<file path="config.mk">
export PLATFORM = sky130hd
export DESIGN_NAME = looping_step_sequencer
export DESIGN_NICKNAME = d
export VERILOG_FILES = /design/src/rtl/lss_pkg.sv /design/src/rtl/looping_step_sequencer.sv /design/src/rtl/lss_ctrl.sv /design/src/rtl/lss_dp.sv
export SDC_FILE = /design/constraint.sdc
export NUM_CORES = 2
export LEC_CHECK = 0
export BUFFER_PORTS_ARGS = -buffer_cell sky130_fd_sc_hd__buf_2
export CORE_MARGIN = 3
export CORE_UTILIZATION = 40
export DETAILED_ROUTE_END_ITERATION = 10
export PLACE_DENSITY = 0.51
export SYNTH_ARGS = -nofsm -noshare
export SYNTH_HDL_FRONTEND = slang
export SYNTH_SLANG_ARGS = --single-unit
</file>
<file path="constraint.sdc">
create_clock -name clk -period 13.24 [get_ports clk]
set_input_delay 2.648 -clock clk [delete_from_list [all_inputs] [get_ports clk]]
set_output_delay 2.648 -clock clk [all_outputs]
set_load 0.02 [all_outputs]
</file>
<file path="src/rtl/lss_pkg.sv">
package lss_pkg;

  localparam int MAX_STEPS     = 16;
  localparam int DATA_CHANNELS = 4;

  localparam int TPB_W    = 16;
  localparam int STEPS_W  = 7;
  localparam int WORD_W   = 32;
  localparam int IDX_W    = 6;
  localparam int CH_W     = 2;
  localparam int CFG_IDX_W = 3;

  // Step address and the width that holds a clamped step count
  localparam int STEP_W = (MAX_STEPS > 1) ? $clog2(MAX_STEPS) : 1;
  localparam int SC_W   = $clog2(MAX_STEPS + 1);
  // Loop span is steps times ticks per beat
  localparam int SPAN_W = TPB_W + SC_W;

  // Long division of the time magnitude, one bit a cycle
  localparam int MOD_ITERS = WORD_W;
  localparam int CNT_W     = $clog2(MOD_ITERS);

  localparam logic [TPB_W-1:0]   TPB_RESET   = TPB_W'(24);
  localparam logic [STEPS_W-1:0] STEPS_RESET = STEPS_W'(8);

  typedef enum logic [1:0] {
    CMD_TICK   = 2'd0,
    CMD_PITCH  = 2'd1,
    CMD_LENGTH = 2'd2,
    CMD_DATA   = 2'd3
  } cmd_code_t;

  typedef enum logic [CFG_IDX_W-1:0] {
    CFG_TPB      = 3'd0,
    CFG_STEPS    = 3'd1,
    CFG_OFFSET   = 3'd2,
    CFG_USE_EXT  = 3'd3,
    CFG_USE_GATE = 3'd4
  } cfg_idx_t;

  typedef enum logic [2:0] {
    ST_IDLE,
    ST_SETUP,
    ST_MOD,
    ST_FIX,
    ST_DIV,
    ST_READ,
    ST_EMIT
  } state_t;

  typedef struct packed {
    logic [TPB_W-1:0]   tpb;
    logic [STEPS_W-1:0] steps;
    logic [WORD_W-1:0]  offset;
    logic               use_ext;
    logic               use_gate;
  } cfg_t;

  typedef struct packed {
    logic             wr_en;
    logic             latch;
    logic             setup;
    logic             mod_step;
    logic             fix;
    logic             div_step;
    logic [CNT_W-1:0] shift;
    logic             read;
    logic             emit;
  } ctrl_t;

endpackage

</file>
<file path="src/rtl/looping_step_sequencer.sv">
// Channel   Handshake               Carries
// command   start / busy            command, elapsed_ticks, external_time, gate_in,
//                                   step_index, data_channel, write_value
// result    done (one-cycle strobe) pitch_out, data0..3_out, gate_out, current_step
// config    cfg_valid / cfg_ready   cfg_index, cfg_data
//
// Write commands are stored at the accepting edge; busy stays low.
// A tick runs from accept to done through one setup state, a bit-serial
// modulo by the loop span, one fixup, a bit-serial step divide, one
// table read and the result state. The modulo loop takes most of the run.
// rst is synchronous; tables read as zero until written.
// The receiver cannot stall; config writes are always taken (cfg_ready high).
module looping_step_sequencer (
  input  logic                            clk,
  input  logic                            rst,
  input  logic                            start,
  output logic                            busy,
  input  logic [1:0]                      command,
  input  logic [lss_pkg::TPB_W-1:0]       elapsed_ticks,
  input  logic signed [31:0]              external_time,
  input  logic                            gate_in,
  input  logic [lss_pkg::IDX_W-1:0]       step_index,
  input  logic [lss_pkg::CH_W-1:0]        data_channel,
  input  logic signed [31:0]              write_value,
  output logic                            done,
  output logic signed [31:0]              pitch_out,
  output logic signed [31:0]              data0_out,
  output logic signed [31:0]              data1_out,
  output logic signed [31:0]              data2_out,
  output logic signed [31:0]              data3_out,
  output logic                            gate_out,
  output logic [lss_pkg::IDX_W-1:0]       current_step,
  input  logic                            cfg_valid,
  output logic                            cfg_ready,
  input  logic [lss_pkg::CFG_IDX_W-1:0]   cfg_index,
  input  logic [31:0]                     cfg_data
);
  import lss_pkg::*;

  cfg_t  cfg;
  ctrl_t ctrl;

  assign cfg_ready = 1'b1;

  always_ff @(posedge clk) begin
    if (rst) begin
      cfg.tpb      <= TPB_RESET;
      cfg.steps    <= STEPS_RESET;
      cfg.offset   <= '0;
      cfg.use_ext  <= 1'b0;
      cfg.use_gate <= 1'b0;
    end else if (cfg_valid && cfg_ready) begin
      case (cfg_index)
        CFG_TPB:      cfg.tpb      <= cfg_data[TPB_W-1:0];
        CFG_STEPS:    cfg.steps    <= cfg_data[STEPS_W-1:0];
        CFG_OFFSET:   cfg.offset   <= cfg_data;
        CFG_USE_EXT:  cfg.use_ext  <= cfg_data[0];
        CFG_USE_GATE: cfg.use_gate <= cfg_data[0];
        default: ;
      endcase
    end
  end

  lss_ctrl u_ctrl (
    .clk     (clk),
    .rst     (rst),
    .start   (start),
    .command (command),
    .ctrl    (ctrl),
    .busy    (busy),
    .done    (done)
  );

  lss_dp u_dp (
    .clk           (clk),
    .rst           (rst),
    .ctrl          (ctrl),
    .cfg           (cfg),
    .command       (command),
    .elapsed_ticks (elapsed_ticks),
    .external_time (external_time),
    .gate_in       (gate_in),
    .step_index    (step_index),
    .data_channel  (data_channel),
    .write_value   (write_value),
    .pitch_out     (pitch_out),
    .data0_out     (data0_out),
    .data1_out     (data1_out),
    .data2_out     (data2_out),
    .data3_out     (data3_out),
    .gate_out      (gate_out),
    .current_step  (current_step)
  );

endmodule

</file>
<file path="src/rtl/lss_ctrl.sv">
module lss_ctrl (
  input  logic                clk,
  input  logic                rst,
  input  logic                start,
  input  logic [1:0]          command,
  output lss_pkg::ctrl_t      ctrl,
  output logic                busy,
  output logic                done
);
  import lss_pkg::*;

  state_t           state, state_next;
  logic [CNT_W-1:0] cnt, cnt_next;

  always_ff @(posedge clk) begin
    if (rst) begin
      state <= ST_IDLE;
      cnt   <= '0;
    end else begin
      state <= state_next;
      cnt   <= cnt_next;
    end
  end

  always_comb begin
    state_next = state;
    cnt_next   = cnt;
    case (state)
      ST_IDLE: begin
        if (start && command == CMD_TICK) state_next = ST_SETUP;
      end
      ST_SETUP: begin
        state_next = ST_MOD;
        cnt_next   = CNT_W'(MOD_ITERS - 1);
      end
      ST_MOD: begin
        if (cnt == '0) state_next = ST_FIX;
        else cnt_next = cnt - 1'b1;
      end
      ST_FIX: begin
        state_next = ST_DIV;
        cnt_next   = CNT_W'(STEP_W - 1);
      end
      ST_DIV: begin
        if (cnt == '0) state_next = ST_READ;
        else cnt_next = cnt - 1'b1;
      end
      ST_READ: state_next = ST_EMIT;
      ST_EMIT: state_next = ST_IDLE;
      default: state_next = ST_IDLE;
    endcase
  end

  always_comb begin
    ctrl  = '0;
    busy  = 1'b1;
    done  = 1'b0;
    ctrl.shift = cnt;
    case (state)
      ST_IDLE: begin
        busy = 1'b0;
        // writes finish at the accepting edge
        ctrl.wr_en = start && command != CMD_TICK;
        ctrl.latch = start && command == CMD_TICK;
      end
      ST_SETUP: ctrl.setup    = 1'b1;
      ST_MOD:   ctrl.mod_step = 1'b1;
      ST_FIX:   ctrl.fix      = 1'b1;
      ST_DIV:   ctrl.div_step = 1'b1;
      ST_READ:  ctrl.read     = 1'b1;
      ST_EMIT: begin
        ctrl.emit = 1'b1;
        done      = 1'b1;
      end
      default: busy = 1'b0;
    endcase
  end

endmodule

</file>
<file path="src/rtl/lss_dp.sv">
module lss_dp (
  input  logic                         clk,
  input  logic                         rst,
  input  lss_pkg::ctrl_t               ctrl,
  input  lss_pkg::cfg_t                cfg,
  input  logic [1:0]                   command,
  input  logic [lss_pkg::TPB_W-1:0]    elapsed_ticks,
  input  logic signed [31:0]           external_time,
  input  logic                         gate_in,
  input  logic [lss_pkg::IDX_W-1:0]    step_index,
  input  logic [lss_pkg::CH_W-1:0]     data_channel,
  input  logic signed [31:0]           write_value,
  output logic signed [31:0]           pitch_out,
  output logic signed [31:0]           data0_out,
  output logic signed [31:0]           data1_out,
  output logic signed [31:0]           data2_out,
  output logic signed [31:0]           data3_out,
  output logic                         gate_out,
  output logic [lss_pkg::IDX_W-1:0]    current_step
);
  import lss_pkg::*;

  // step tables
  logic [WORD_W-1:0]    pitch_mem [MAX_STEPS];
  logic [WORD_W-1:0]    len_mem   [MAX_STEPS];
  logic [WORD_W-1:0]    data_mem  [DATA_CHANNELS][MAX_STEPS];
  logic [MAX_STEPS-1:0] pitch_vld;
  logic [MAX_STEPS-1:0] len_vld;
  logic [MAX_STEPS-1:0] data_vld  [DATA_CHANNELS];

  logic [WORD_W-1:0] time_counter;
  logic [WORD_W-1:0] t_sum;
  logic [TPB_W-1:0]  elapsed_lat;
  logic              gate_lat;
  logic              neg;
  logic [WORD_W-1:0] mag;
  logic [SPAN_W-1:0] span;
  logic [SPAN_W-1:0] acc;
  logic [STEP_W-1:0] q;

  logic [WORD_W-1:0] pitch_rd, len_rd;
  logic [WORD_W-1:0] data_rd [DATA_CHANNELS];
  logic [STEP_W-1:0] step_rd;

  logic              wr_ok;
  logic [STEP_W-1:0] wr_addr;
  logic [TPB_W-1:0]  tpb_eff;
  logic [SC_W-1:0]   steps_eff;
  logic [SPAN_W:0]   acc_sh;
  logic [SPAN_W-1:0] dvs;
  logic [STEP_W-1:0] rd_addr;

  assign wr_ok   = ctrl.wr_en && ({1'b0, step_index} < (IDX_W + 1)'(MAX_STEPS));
  assign wr_addr = step_index[STEP_W-1:0];

  assign tpb_eff = (cfg.tpb == '0) ? TPB_W'(1) : cfg.tpb;

  always_comb begin
    if (cfg.steps == '0)
      steps_eff = SC_W'(1);
    else if (cfg.steps > STEPS_W'(MAX_STEPS))
      steps_eff = SC_W'(MAX_STEPS);
    else
      steps_eff = cfg.steps[SC_W-1:0];
  end

  assign acc_sh  = {acc, mag[WORD_W-1]};
  assign dvs     = SPAN_W'(tpb_eff) << ctrl.shift;
  assign rd_addr = ({1'b0, q} >= (STEP_W + 1)'(MAX_STEPS)) ? STEP_W'(MAX_STEPS - 1) : q;

  // table storage
  always_ff @(posedge clk) begin
    if (wr_ok) begin
      case (command)
        CMD_PITCH:  pitch_mem[wr_addr] <= write_value;
        CMD_LENGTH: len_mem[wr_addr]   <= write_value;
        CMD_DATA:   data_mem[data_channel][wr_addr] <= write_value;
        default: ;
      endcase
    end
    if (ctrl.read) begin
      pitch_rd <= pitch_vld[rd_addr] ? pitch_mem[rd_addr] : '0;
      len_rd   <= len_vld[rd_addr] ? len_mem[rd_addr] : '0;
      for (int c = 0; c < DATA_CHANNELS; c++) begin
        data_rd[c] <= data_vld[c][rd_addr] ? data_mem[c][rd_addr] : '0;
      end
      step_rd <= rd_addr;
    end
  end

  always_ff @(posedge clk) begin
    if (rst) begin
      pitch_vld <= '0;
      len_vld   <= '0;
      for (int c = 0; c < DATA_CHANNELS; c++) data_vld[c] <= '0;
    end else if (wr_ok) begin
      case (command)
        CMD_PITCH:  pitch_vld[wr_addr] <= 1'b1;
        CMD_LENGTH: len_vld[wr_addr]   <= 1'b1;
        CMD_DATA:   data_vld[data_channel][wr_addr] <= 1'b1;
        default: ;
      endcase
    end
  end

  always_ff @(posedge clk) begin
    if (rst) begin
      time_counter <= '0;
    end else if (ctrl.emit) begin
      time_counter <= time_counter + WORD_W'(elapsed_lat);
    end
  end

  // position and step arithmetic
  always_ff @(posedge clk) begin
    if (ctrl.latch) begin
      t_sum       <= (cfg.use_ext ? external_time : time_counter) + cfg.offset;
      gate_lat    <= gate_in;
      elapsed_lat <= elapsed_ticks;
    end
    if (ctrl.setup) begin
      span <= SPAN_W'(steps_eff) * SPAN_W'(tpb_eff);
      neg  <= t_sum[WORD_W-1];
      mag  <= t_sum[WORD_W-1] ? (~t_sum + 1'b1) : t_sum;
      acc  <= '0;
    end
    if (ctrl.mod_step) begin
      mag <= mag << 1;
      if (acc_sh >= {1'b0, span})
        acc <= SPAN_W'(acc_sh - {1'b0, span});
      else
        acc <= acc_sh[SPAN_W-1:0];
    end
    if (ctrl.fix) begin
      // floor the remainder for negative time
      if (neg && acc != '0) acc <= span - acc;
      q <= '0;
    end
    if (ctrl.div_step) begin
      if (acc >= dvs) begin
        acc <= acc - dvs;
        q   <= STEP_W'({q, 1'b1});
      end else begin
        q   <= STEP_W'({q, 1'b0});
      end
    end
  end

  assign pitch_out    = pitch_rd;
  assign data0_out    = data_rd[0];
  assign data1_out    = data_rd[1];
  assign data2_out    = data_rd[2];
  assign data3_out    = data_rd[3];
  assign current_step = IDX_W'(step_rd);
  assign gate_out     = !len_rd[WORD_W-1] && (WORD_W'(acc) < len_rd)
                        && (!cfg.use_gate || gate_lat);

endmodule
</file>
## Yosys cells after proc, flatten, opt, wreduce, memory -nomap -nowiden

Memory sizes are Yosys's and may differ from the RTL's. A register that Yosys moved wholly into a read port is not among the register bits.
Cells that the tools add are included.

| storage, ports and cells | value |
|---|---|
| word-level logic and storage cells | 184 |
| register bits after elaboration | 261 |
| input port bits | 130 |
| bits in writable memories | 3264 |
| output and inout port bits | 170 |
| memories kept | 5 |

Memory list:

| memory | words | bits a word | rd ports | clocked after memory_dff | write ports | RTL line | RTL |
|---|---|---|---|---|---|---|---|
| u_dp.data_mem | 4 | 512 | 4 | 0 | 1 | lss_dp.sv:26 | `logic [WORD_W-1:0] data_mem [DATA_CHANNELS][MAX_STEPS];` |
| u_dp.len_mem | 16 | 32 | 1 | 1 | 1 | lss_dp.sv:25 | `logic [WORD_W-1:0] len_mem [MAX_STEPS];` |
| u_dp.pitch_mem | 16 | 32 | 1 | 1 | 1 | lss_dp.sv:24 | `logic [WORD_W-1:0] pitch_mem [MAX_STEPS];` |
| u_dp.data_rd | 4 | 32 | 4 | 0 | 4 | lss_dp.sv:42 | `logic [WORD_W-1:0] data_rd [DATA_CHANNELS];` |
| u_dp.data_vld | 4 | 16 | 4 | 0 | 4 | lss_dp.sv:29 | `logic [MAX_STEPS-1:0] data_vld [DATA_CHANNELS];` |

| cells by class | value |
|---|---|
| reduce and logical (&&, ||, !) cells | 36 |
| $mul | 1 |
| mux-type cells | 81 |
| shift operators | 1 |
| add/sub/neg operators | 7 |
| $lt $le $gt $ge | 11 |
| bitwise gates (word level) | 5 |
| equal/unequal tests | 17 |

Operators by type and width:

| operator | count |
|---|---|
| 32-bit 2-to-1 mux | 17 |
| 32-bit binary-select mux with 4-bit select | 4 |
| 512-bit 2-to-1 mux | 1 |
| 21-bit 2-to-1 mux | 7 |
| 32-bit demux with 4-bit select | 1 |
| 16-bit 2-to-1 mux | 4 |
| 21-bit subtractor | 3 |
| 32-bit by 1-bit adder with 32-bit output (second input constant) | 1 |
| 32-bit by 16-bit adder with 32-bit output | 1 |
| 32-bit adder | 1 |
| 21-bit by 32-bit less-than comparator with 1-bit output | 1 |
| 32-bit inverter | 1 |
| 16-bit OR | 2 |
| 1-bit 2-to-1 mux | 28 |
| 1-bit binary-select mux with 4-bit select | 6 |
| 22-bit by 21-bit >= comparator with 1-bit output | 1 |
| 21-bit >= comparator | 1 |
| 5-bit by 16-bit multiplier with 21-bit output | 1 |
| 21-bit nonzero test | 1 |
| 16-bit by 5-bit << shifter with 21-bit output | 1 |
| 3-bit one-hot mux with 6 select lines | 1 |
| 16-bit zero test | 1 |
| 2-bit AND reduction | 8 |
| 16-bit OR reduction | 1 |
| other kinds (33) | 65 |

## Longest topological paths before layout

| logic depth | value |
|---|---|
| depth in word-level cells | 9 |
| depth in mapped cells | 22 |

## Cells and area by module

From an unflattened synthesis, not the netlist that was laid out.

| unflattened totals | value |
|---|---|
| cell total of the unflattened synthesis | 7414 |
| area total of the unflattened synthesis | 146271.5 sq um |

Modules (own cells, without submodules):

| module | area an instance (sq um) | times used | cells an instance | seq. area each (sq um) |
|---|---|---|---|---|
| lss_dp | 143188.6 | 1 | 7096 | 104960.7 |
| looping_step_sequencer | 2453.6 | 1 | 231 | 1141.1 |
| lss_ctrl | 629.4 | 1 | 87 | 160.2 |

## Worst setup path before layout

OpenSTA, ideal clock, no wires.

| timing path | value |
|---|---|
| kind | reg2reg |
| start | register u_ctrl.state[2] |
| end | memory u_dp.data_rd[0][0] (enable) |
| data required time | 12.485 ns |
| cell stages (with the launch flop) | 4 |
| period minus slack after synthesis | 9.577 ns |
| data arrival time | 8.822 ns |
| slack | 3.663 ns |
| library setup time | 0.755 ns |
| cells stage by stage | dfxtp_1 > clkbuf_1 > inv_1 > nor2_1 |

RTL lines:

| item | RTL line | RTL |
|---|---|---|
| from (decl) | lss_ctrl.sv:12 | `state_t state, state_next;` |
| from (signal assigned) | lss_ctrl.sv:20 | `state <= state_next;` |
| to (decl) | lss_dp.sv:42 |  |

## Worst setup path in the final report

| timing path | value |
|---|---|
| start | register u_dp.acc[1] |
| end | output port gate_out |

| on the way | value |
|---|---|
| word-level cells in the longest chain between the ends | 3 |

RTL lines:

| item | RTL line | RTL |
|---|---|---|
| from (decl) | lss_dp.sv:38 | `logic [SPAN_W-1:0] acc;` |
| from (signal assigned) | lss_dp.sv:130 | `acc <= SPAN_W'(acc_sh - {1'b0, span});` |
| from (signal assigned) | lss_dp.sv:132 | `acc <= acc_sh[SPAN_W-1:0];` |
| from (signal assigned) | lss_dp.sv:136 | `if (neg && acc != '0) acc <= span - acc;` |
| 21-bit by 32-bit less-than comparator with 1-bit output | lss_dp.sv:155 | `assign gate_out = !len_rd[WORD_W-1] && (WORD_W'(acc) < len_rd)` |
| 1-bit logical AND | lss_dp.sv:155 |  |
| 1-bit logical AND | lss_dp.sv:156 | `&& (!cfg.use_gate \|\| gate_lat);` |
| to (decl) | looping_step_sequencer.sv:31 | `output logic gate_out,` |

No other way between the ends.

==> results.md <==
- TritonCTS Buffers: 387
- Share of the yosys chip area belonging to registers: 72.9%
- Endpoint of the worst register-to-register path: u_dp.span[20]
- Total number of H-tree levels: 5
- Classification of the worst-slack hold path: flop to flop
- Die Span X: 610 um
- Worst-path cell with the longest stage delay: dfxtp_1
- Number of global-route vias before repair: 75.5k
- Path depth of the worst reg2reg path: 18
- Part of the cycle the worst path needs: 48.7%
- Static leakage power: 53.4 nW
- CP Data Required Time: 10.59 ns
- Number of standard cells in the final layout excluding fillers: 13.1k
- Number of distinct library cells after synthesis: 89
- Max Clk Rate: 155 MHz
- Routed wire length: 386000 um
- Worst slew pin tran: 1.20 ns
- Hold Crit Depth: 2
- Result of the run: completed
- Pre-antenna DRT Iters: 7
- Number of flops mapped to enable cells by yosys: 3438
- Delay contributed by the slowest stage of the critical path: 0.58 ns
- TritonCTS clock tree: built
- Flip-flop cell with the highest count after synthesis: edfxtp_1
- Avg Cell Area, Syn: 19.6 sq um
- Average vias per placed instance: 5.59
- Proportion of netlist area held by the largest area contributor: 70.8%
- Number of gates given a new drive strength after cts: 0
- Number of nets in the finished design: 8266
- Register clock-pin slew on the reported worst setup and hold paths: 0.06 ns
- Die Footprint: 372000 sq um
- Number of remaining DRC errors: 0
- Number of core rows: 221
- Antenna violations before repair: 31
- Kind of capture point of the worst setup path: output pin
- Area inside the core boundary: 363000 sq um
- Max-slew violations: 0
- Setup Fix Bufs, Post-CTS: 0
- Buffers from clock root to sink, at most: 4
- Post-synthesis cell type with the largest combined area: edfxtp_1
- Worst hold path startpoint: u_dp.len_vld[15]
- Quantity of hold-fixing buffers added after cts: 0
- First DRT Iteration DRCs: 6902
- Family with the most delay on the worst path: compound AO/OA/AOI/OAI gates
- Clock latency reported for the late side of the worst-skew pair: 0.96 ns
- Post-synthesis async set-or-reset flop share: 0%
- Leading post-synthesis cells by cell area: edfxtp_1, mux4_2, dfxtp_1
- Number of I/O port buffers: 296
- End of the worst hold path: u_dp.len_vld[15]
- Final Hold Viols: 0
- Layout overhead on the synthesized area: 14.2%
- Buffer type at the clock tree root: clkbuf_16
- Minimum setup slack among reg-to-reg paths: 7.54 ns
- Overall global routing resource usage: 20.6%
- Slew HR: 20.1%
- Global-route wire length before repair: 554000 um
- Last weighted congestion value of the routability-driven placer: 0.843
- Final antenna-violating net count: 0
- Final HPWL from detailed placement: 224000 um
- Starting density of the core: 40.2%
- Cell count after synthesis: 7455
- Worst reg2reg startpoint: cfg[44]
- CP Launch Type: flop
- Worst setup skew after layout: 0.0854 ns
- Worst-path maximum fanout: 8
- Arrival time at the worst endpoint: 3.80 ns
- Setup-violating endpoint count in the final report: 0
- Power per cell area: 149 nW/um^2
- Vias after detailed routing: 73.0k
- Die Y: 610 um
- IO Pins: 300
- Worst-case vdd ir drop: 0.000108 V
- Post-DR wirelength/cell: 29.5 um
- Maxcap violations: 0
- Min Tclk post-route: 6.45 ns
- Critical path start-end classification: flop to output pin
- Cells along the critical path: ha_1 -> a21boi_0 -> o21a_1 -> o21ai_0 -> a21oi_1 -> o21ai_0 -> a21oi_1 -> a211o_1 -> a2111oi_0 -> o31a_1 -> buf_2
- Critical path buffer and inverter count: 1
- Final-layout setup total negative slack: 0 ns
- Unrepaired setup endpoints after global routing: no
- Number of cells after detailed placement: 12.3k
- Mapped cell area: 146000 sq um
- Fraction of final layout cells with drive strength greater than 1: 26.9%
- Clock sinks: 3589
- Flop and latch count out of synthesis: 3589
- Yosys warns: 0
- Congestion Overflow GR: 0
- Largest net degree at the start of global routing: 128
how the worst max path moves through the flow:
| stage | start | end | slack [ns] | cells after the start |
|---|---|---|---|---|
| after CTS | u_dp.acc[1] | gate_out | 6.65 | 11 |
| after global placement | step_index[5] | u_dp.data_vld[3][6] | 6.86 | 7 |
| final | u_dp.acc[1] | gate_out | 6.79 | 11 |
| after detailed placement | step_index[5] | u_dp.data_vld[3][2] | 6.85 | 7 |
| after floorplan | u_ctrl.state[2] | u_dp.data_rd[0][0] | 3.66 | 3 |
| after global routing | u_dp.acc[1] | gate_out | 6.42 | 11 |
area by class of cell:
cell class	count	area (sq um)
Fill cell	30600	196000
Sequential cell	3589	106000
Antenna cell	22	55.1
Inverter	167	627
Timing Repair Buffer	476	3040
Clock buffer	493	10200
Clock inverter	227	2270
Multi-Input combinational cell	3307	38000
Tap cell	4794	6000
stage by stage:
| stage | util (%) | setup WS (ns) | hold WS [ns] | cell area (sq um) | total power, mW |
|---|---|---|---|---|---|
| 3_5_place_dp | 42.5 | 6.85 | 0.452 | 154000 | 14.4 |
| 3_3_place_gp | 42.5 | 6.86 | 0.444 | 154000 | 14.4 |
| 4_1_cts | 45.9 | 6.65 | 0.463 | 166000 | 25.1 |
| 6_report | 45.9 | 6.79 | 0.462 | 167000 | 24.8 |
| 2_1_floorplan | - | 3.66 | 0.421 | 146000 | 13.8 |
| 5_1_grt | 45.9 | 6.42 | 0.486 | 166000 | 25.7 |
worst register-to-register path, cell delays in order (launching register included):
cell	delay, ns
dfxtp_1	0.45
nor4_1	0.34
a41oi_1	0.40
or2_2	0.43
fa_1	0.51
fa_1	0.43
fa_1	0.49
inv_1	0.05
ha_1	0.30
a21o_1	0.20
a211oi_1	0.24
o21bai_1	0.15
a21o_1	0.21
a21oi_2	0.27
o211a_1	0.22
nor3_1	0.07
a211oi_1	0.33
a21oi_1	0.15
xor2_1	0.17
cell usage after synthesis, drive strengths merged, types with 4 or more instances:
cell       n
edfxtp  3438
mux4     951
nor2     347
nand2    286
clkbuf   257
nor2b    245
a21oi    193
inv      167
ha       161
dfxtp    151
buf      136
o21ai    133
a211oi   107
xnor2     80
or2       75
mux2i     73
and3      63
xor2      63
nand3     54
nor3      53
fa        47
a21o      43
mux2      36
o21a      31
nand2b    29
nor4      24
nand4     18
or3       17
o22ai     16
o21bai    15
a31oi     14
a221oi    12
a211o     10
o31ai     10
nand3b     9
o211ai     9
o31a       9
and2       8
o41ai      7
a41oi      5
o211a      4
or4        4
report_power, final:
| group | switching (mW) | total, mW | internal (mW) |
|---|---|---|---|
| clock network | 4.49 | 10.6 | 6.15 |
| logic | 1.01 | 1.60 | 0.591 |
| registers | 0.106 | 12.6 | 12.5 |
logic make-up (layout without fill, tap and decap cells):
| family | after synthesis | after routing | share of synthesized area [%] |
|---|---|---|---|
| AO/OA/AOI/OAI | 654 | 654 | 3.00 |
| XOR/XNOR | 143 | 143 | 0.859 |
| adder cells (fa/ha/maj) | 208 | 208 | 2.03 |
| buffers and inverters | 560 | 1363 | 1.56 |
| flip-flops | 3589 | 3589 | 72.9 |
| multiplexers | 1060 | 1060 | 15.5 |
| other | 2 | 25 | 0.00515 |
| AND/OR/NAND/NOR | 1239 | 1239 | 4.17 |
sequential cells by signal, indices dropped and copies added, names as in the netlist, 21 cells and up:
| signal | count |
|---|---|
| u_dp.mag | 32 |
| cfg | 57 |
| u_dp.pitch_out | 32 |
| u_dp.data_mem | 2048 |
| u_dp.data_rd | 128 |
| u_dp.data_vld | 64 |
| u_dp.pitch_mem | 512 |
| u_dp.t_sum | 32 |
| u_dp.time_counter | 32 |
| u_dp.span | 21 |
| u_dp.acc | 21 |
| u_dp.len_mem | 512 |
| u_dp.len_rd | 32 |
routing by layer:
| layer | GRT usage, % | up-vias | wire (um) |
|---|---|---|---|
| li1 | - | 31200 | - |
| met1 | 29.4 | 39400 | 169000 |
| met2 | 33.9 | 1976 | 189000 |
| met3 | 2.36 | 480 | 19100 |
| met4 | 5.02 | 4 | 8640 |
| met5 | 0 | - | 26 |
placed cells by master, fill, tap and decap left out, types with 36 or more instances in the layout:
cell and count:
a211oi_1 105, a21o_1 43, a21oi_1 189, and3_1 62
buf_2 263, buf_4 202, clkbuf_1 97, clkbuf_16 390
clkinv_1 77, clkinv_2 76, dfxtp_1 150, edfxtp_1 3438
fa_1 47, ha_1 161, inv_1 167, mux2_2 36
mux2i_1 73, mux4_2 951, nand2_1 286, nand3_1 54
nor2_1 249, nor2_4 98, nor2b_1 244, nor3_1 52
o21ai_0 110, or2_2 75, xnor2_1 80, xor2_1 63
Power figures use the tool's default switching activity.
